## src/rtl/core/snu_pkg.sv

```systemverilog
// Shared types, constants and helpers for the spiking neuron update block.
package snu_pkg;

	localparam int SYNAPSES_DEF = 64;
	localparam int IDX_W        = 6;
	localparam int VAL_W        = 16;
	localparam int DECAY_W      = 16;
	localparam int TRACE_W      = 48;
	localparam int DRIVE_W      = 40;
	localparam int PEN_W        = 33;
	localparam int THR_W        = 26;
	localparam int LEAK_W       = 17;
	localparam int CFG_IDX_W    = 2;
	localparam int CFG_DATA_W   = 33;
	// must be a power of two, pointers wrap naturally
	localparam int QUEUE_DEPTH  = 4;

	localparam logic [LEAK_W-1:0] LEAK_ONE = 17'h10000;

	typedef enum logic [CFG_IDX_W-1:0] {
		CFG_SPIKE_PENALTY  = 2'd0,
		CFG_FIRE_THRESHOLD = 2'd1,
		CFG_LEAK_COEFF     = 2'd2
	} cfg_reg_t;

	typedef struct packed {
		logic [IDX_W-1:0]         synapse_index;
		logic signed [VAL_W-1:0]  input_value;
		logic signed [VAL_W-1:0]  weight;
		logic [DECAY_W-1:0]       decay_factor;
		logic                     last_in_step;
	} item_t;

	typedef struct packed {
		logic                      fired;
		logic signed [TRACE_W-1:0] membrane_potential;
	} result_t;

	typedef struct packed {
		logic [PEN_W-1:0]  penalty;
		logic [THR_W-1:0]  threshold;
		logic [LEAK_W-1:0] leak;
	} cfg_regs_t;

	// classified synapse word as it travels from front to back
	typedef struct packed {
		logic                      hit;
		logic                      last;
		logic [IDX_W-1:0]          idx;
		logic [DECAY_W-1:0]        decay;
		logic signed [DRIVE_W-1:0] drive;
	} syn_op_t;

	typedef enum logic [1:0] {
		FIRE_IDLE,
		FIRE_MUL,
		FIRE_ADD,
		FIRE_OUT
	} fire_state_t;

	function automatic logic signed [TRACE_W-1:0] sat48(input logic signed [63:0] v);
		logic signed [63:0] hi;
		logic signed [63:0] lo;
		hi = 64'sh0000_7FFF_FFFF_FFFF;
		lo = -hi - 64'sd1;
		if (v > hi) begin
			return hi[TRACE_W-1:0];
		end else if (v < lo) begin
			return lo[TRACE_W-1:0];
		end else begin
			return v[TRACE_W-1:0];
		end
	endfunction

endpackage

```

## src/rtl/core/snu_fifo.sv

```systemverilog
// Short queue of classified synapse words between front and back end.
module snu_fifo import snu_pkg::*; (
	input  logic    clk,
	input  logic    arst_n,
	input  logic    push_valid,
	output logic    push_ready,
	input  syn_op_t push_op,
	output logic    pop_valid,
	input  logic    pop,
	output syn_op_t pop_op
);

	localparam int PTR_W = $clog2(QUEUE_DEPTH);

	syn_op_t          slot_q [QUEUE_DEPTH];
	logic [PTR_W-1:0] wr_ptr_q;
	logic [PTR_W-1:0] rd_ptr_q;
	logic [PTR_W:0]   count_q;
	logic             do_push;
	logic             do_pop;

	assign push_ready = count_q != (PTR_W+1)'(QUEUE_DEPTH);
	assign pop_valid  = count_q != '0;
	assign do_push    = push_valid && push_ready;
	assign do_pop     = pop && pop_valid;
	assign pop_op     = slot_q[rd_ptr_q];

	always_ff @(posedge clk or negedge arst_n) begin
		if (!arst_n) begin
			wr_ptr_q <= '0;
			rd_ptr_q <= '0;
			count_q  <= '0;
		end else begin
			if (do_push) begin
				wr_ptr_q <= wr_ptr_q + 1'b1;
			end
			if (do_pop) begin
				rd_ptr_q <= rd_ptr_q + 1'b1;
			end
			if (do_push && !do_pop) begin
				count_q <= count_q + 1'b1;
			end else if (do_pop && !do_push) begin
				count_q <= count_q - 1'b1;
			end
		end
	end

	always_ff @(posedge clk) begin
		if (do_push) begin
			slot_q[wr_ptr_q] <= push_op;
		end
	end

endmodule

```

## config.mk

```make
export PLATFORM = sky130hd
export DESIGN_NAME = snu_fifo
export DESIGN_NICKNAME = d
export VERILOG_FILES = /design/src/rtl/core/snu_pkg.sv /design/src/rtl/core/snu_fifo.sv
export SDC_FILE = /design/constraint.sdc
export NUM_CORES = 1
export LEC_CHECK = 0
export BUFFER_PORTS_ARGS = -buffer_cell sky130_fd_sc_hd__clkbuf_2
export CORE_ASPECT_RATIO = 0.7
export CORE_MARGIN = 4
export CORE_UTILIZATION = 41
export DETAILED_ROUTE_END_ITERATION = 12
export GPL_TIMING_DRIVEN = 0
export SLEW_MARGIN = 0
export SYNTH_ARGS = -nofsm -noshare
export SYNTH_HDL_FRONTEND = slang
export SYNTH_SLANG_ARGS = --single-unit
```

## constraint.sdc

```tcl
create_clock -name clk -period 4 [get_ports clk]
set_input_delay 0.2 -clock clk [delete_from_list [all_inputs] [get_ports clk]]
set_output_delay 0.2 -clock clk [all_outputs]
set_load 0.03 [all_outputs]
```

==> impl_metrics.csv <==
group,metric,value,unit
routing,vias,4531,
timing,rsz0062_at_grt,"no",
finish,nFillCells,1835,
placed_design,detailed_place_hpwl,10.9,mm
clocking,tritoncts,"done",
clocking,ctsHtreeMaxLevel,1,
placed_design,dp.cells,818,
grt,grt_pass1_wl,28.1,mm
routing,dr.first_iter.drc_count,190,
routing,drc,0,
synth,synth-seq-cells,263,
floorplanning,die_area,0.0261,sq mm
setup_path,arrival,2.16,ns
synth,syn_nets,443,
placed_design,portBuffers,133,
timing,timing.hold.ws,0.0630,ns
grt,top_usage_layer,"met2",
finish,instances_no_fill,930,
synth,synth_top_area_share,0.797,
clocking,cts_setup_buffers,0,
routing,post_drt_wl_per_cell,19.2,um
finish,most-common-layout-cells,"edfxtp_1, clkbuf_2, dlygate4sd3_1",
floorplanning,start_util,0.421,
timing,fin_ws,1.64,ns
clocking,cts_buffers,26,
setup_path,cp_max_fo,10,
finish,syn2layout_area_growth,27.0,%
setup_path,path_class,"reg -> out",
power_and_ir_drop,ir_worst_vdd,0.381,mV
floorplanning,die_x,191,um
grt,antenna_found_initial,0,
synth,yosysWarnings,0,
synth,synth-seq-area-share,0.816,
placed_design,routabilityCongestion,0.698,
synth,synth_cells,369,
timing,clock.fmax,0.423,GHz
job,maxCapViolations,0,
floorplanning,die_height,136,um
power_and_ir_drop,internal_power,6.22,mW
timing,final_hold_viol_count,0,
placed_design,place_ws,1.88,ns
clocking,cts_hold_buf,66,
power_and_ir_drop,pwr-share-seq,0.403,
routing,drtAntennaViolNets,0,
timing,slew-limit-headroom,0.586,
floorplanning,num_rows,46,
status,outcome,"finished, final reports clean",
clocking,clock_sinks,263,
clocking,cts_buffer_depth,3,
power_and_ir_drop,p_comb_frac,0.354,
setup_path,end_kind,"output pin",
setup_path,regToRegSetupSlack,1.88,ns
synth,ys_top_cells_by_area,"edfxtp_1, mux4_2, dfrtp_1, ha_1, buf_6",
timing,fin_setup_tns,0,ns
setup_path,cp-start-kind,"register",
clocking,clock_latency,0.51,ns
clocking,cts-root-buf,"clkbuf_16",
grt,met3_usage,0.0370,
grt,grt_pass1_vias,5015,
timing,finClkSkew,0.00878,ns
synth,avgSynthCellArea,26.1,sq um
grt,grtUsageMet1,0.190,
floorplanning,ios,134,
routing,vias_per_cell,4.87,
grt,grtUsageMet2,0.232,
routing,totalWireLength,17.9,mm
timing,worstMarginPinSlew,0.622,ns
synth,synth_area,0.00964,sq mm
synth,synth_cell_types,19,
grt,grt.total_usage,0.140,
power_and_ir_drop,share_clk_of_total_power,0.243,
grt,grt_overflow,0,
routing,dr.pass1.iters,4,
floorplanning,core,0.0229,sq mm
finish,diodes,0,
synth,yosys.area.top_type,"edfxtp_1",
timing,fin_crit,2.36,ns
finish,nets,674,
power_and_ir_drop,power_density,764,mW/mm^2
setup_path,worstPathRequired,3.80,ns
power_and_ir_drop,total_power,9.36,mW
clocking,cts_resized,0,
finish,drive_above_1_share,0.406,
grt,grt_max_degree,35,
timing,post-route-period-util,0.590,
power_and_ir_drop,leakagePower,4.26,nW
timing,finalSetupViolations,0,
min_path,hold_class,"in -> async",
power_and_ir_drop,p_sw,3.13,mW
timing,final_max_slew_viol_count,0,
power_and_ir_drop,power_switching_share,0.335,
clocking,cts.clk_slew.worst_paths,0.06,ns
finish,final_common_cell,"edfxtp_1",
power groups by stage:
stage | combinational (mW) | clock [mW] | sequential, mW
floorplan | 2.37 | 0 | 3.82
global placement | 3.25 | 0 | 3.87
detailed placement | 3.34 | 0 | 3.84
CTS | 3.41 | 2.34 | 3.78
global route | 3.56 | 2.47 | 3.82
finish | 3.31 | 2.27 | 3.77
synth_stat cells (all sizes together):
cell type / number
ha: 5
mux4: 64
nand3: 1
a21boi: 1
inv: 3
clkbuf: 1
xor2: 2
mux2: 2
fa: 1
xnor2: 4
nand2: 2
buf: 13
or3: 1
dfrtp: 7
nor2: 2
and2: 4
edfxtp: 256
worst max-delay path, cell delays in order, from the launching register on:
cell	delay (ns)
dfrtp_1	0.44
buf_6	0.24
buf_6	0.21
mux4_2	0.55
clkbuf_2	0.21
kinds of logic (layout without fill, tap and decap cells):
family | after synthesis | in the layout | share of synthesized area
and+or+nand+nor | 10 | 10 | 0.00532
DFF | 263 | 263 | 0.816
adders and majority gates | 6 | 6 | 0.00857
AOI/OAI and AO/OA | 1 | 1 | 0.00117
xor gates and xnor gates | 6 | 6 | 0.00545
buffers and inverters | 17 | 266 | 0.0121
muxes | 66 | 66 | 0.152
per-stage QoR:
step           cell area [sq um]  utilization
2_1_floorplan               9640            -
3_3_place_gp               10700        0.467
3_5_place_dp               10800        0.471
4_1_cts                    12200        0.535
5_1_grt                    12200        0.535
6_report                   12200        0.535
state kept, by name, indices dropped and copies added, names as in the netlist:
signal / flops
rd_ptr_q: 2
wr_ptr_q: 2
count_q: 3
slot_q: 256
area by class of cell:
| class | count | area, sq um | area share |
|---|---|---|---|
| Buffer | 14 | 105 | 0.00858 |
| Clock buffer | 34 | 702 | 0.0573 |
| Clock inverter | 12 | 98.8 | 0.00807 |
| Inverter | 3 | 11.3 | 0.000919 |
| Multi-Input combinational cell | 89 | 1670 | 0.136 |
| Sequential cell | 263 | 7860 | 0.642 |
| Tap cell | 312 | 390 | 0.0319 |
| Timing Repair Buffer | 203 | 1410 | 0.115 |
routing by layer:
layer  routed length, um  vias up  part of all wire
met5                   0        -                 0
met3                1060       28             0.059
met2                8750      115              0.49
met4                 376        0             0.021
li1                    -     2045                 -
met1                7720     2343              0.43
worst paths after layout:
kind | startpoint | endpoint | cells past startpoint
hold reg to reg | count_q[2] | count_q[2] | 1
setup / recovery | rd_ptr_q[0] | pop_op[34] | 4
hold / removal | arst_n | count_q[2] | 2
max in group asynchronous | arst_n | wr_ptr_q[0] | 2
min in group clk | push_valid | wr_ptr_q[0] | 3
setup reg to reg | count_q[1] | count_q[2] | 8
No activity file was read; power rests on OpenSTA's default activity.
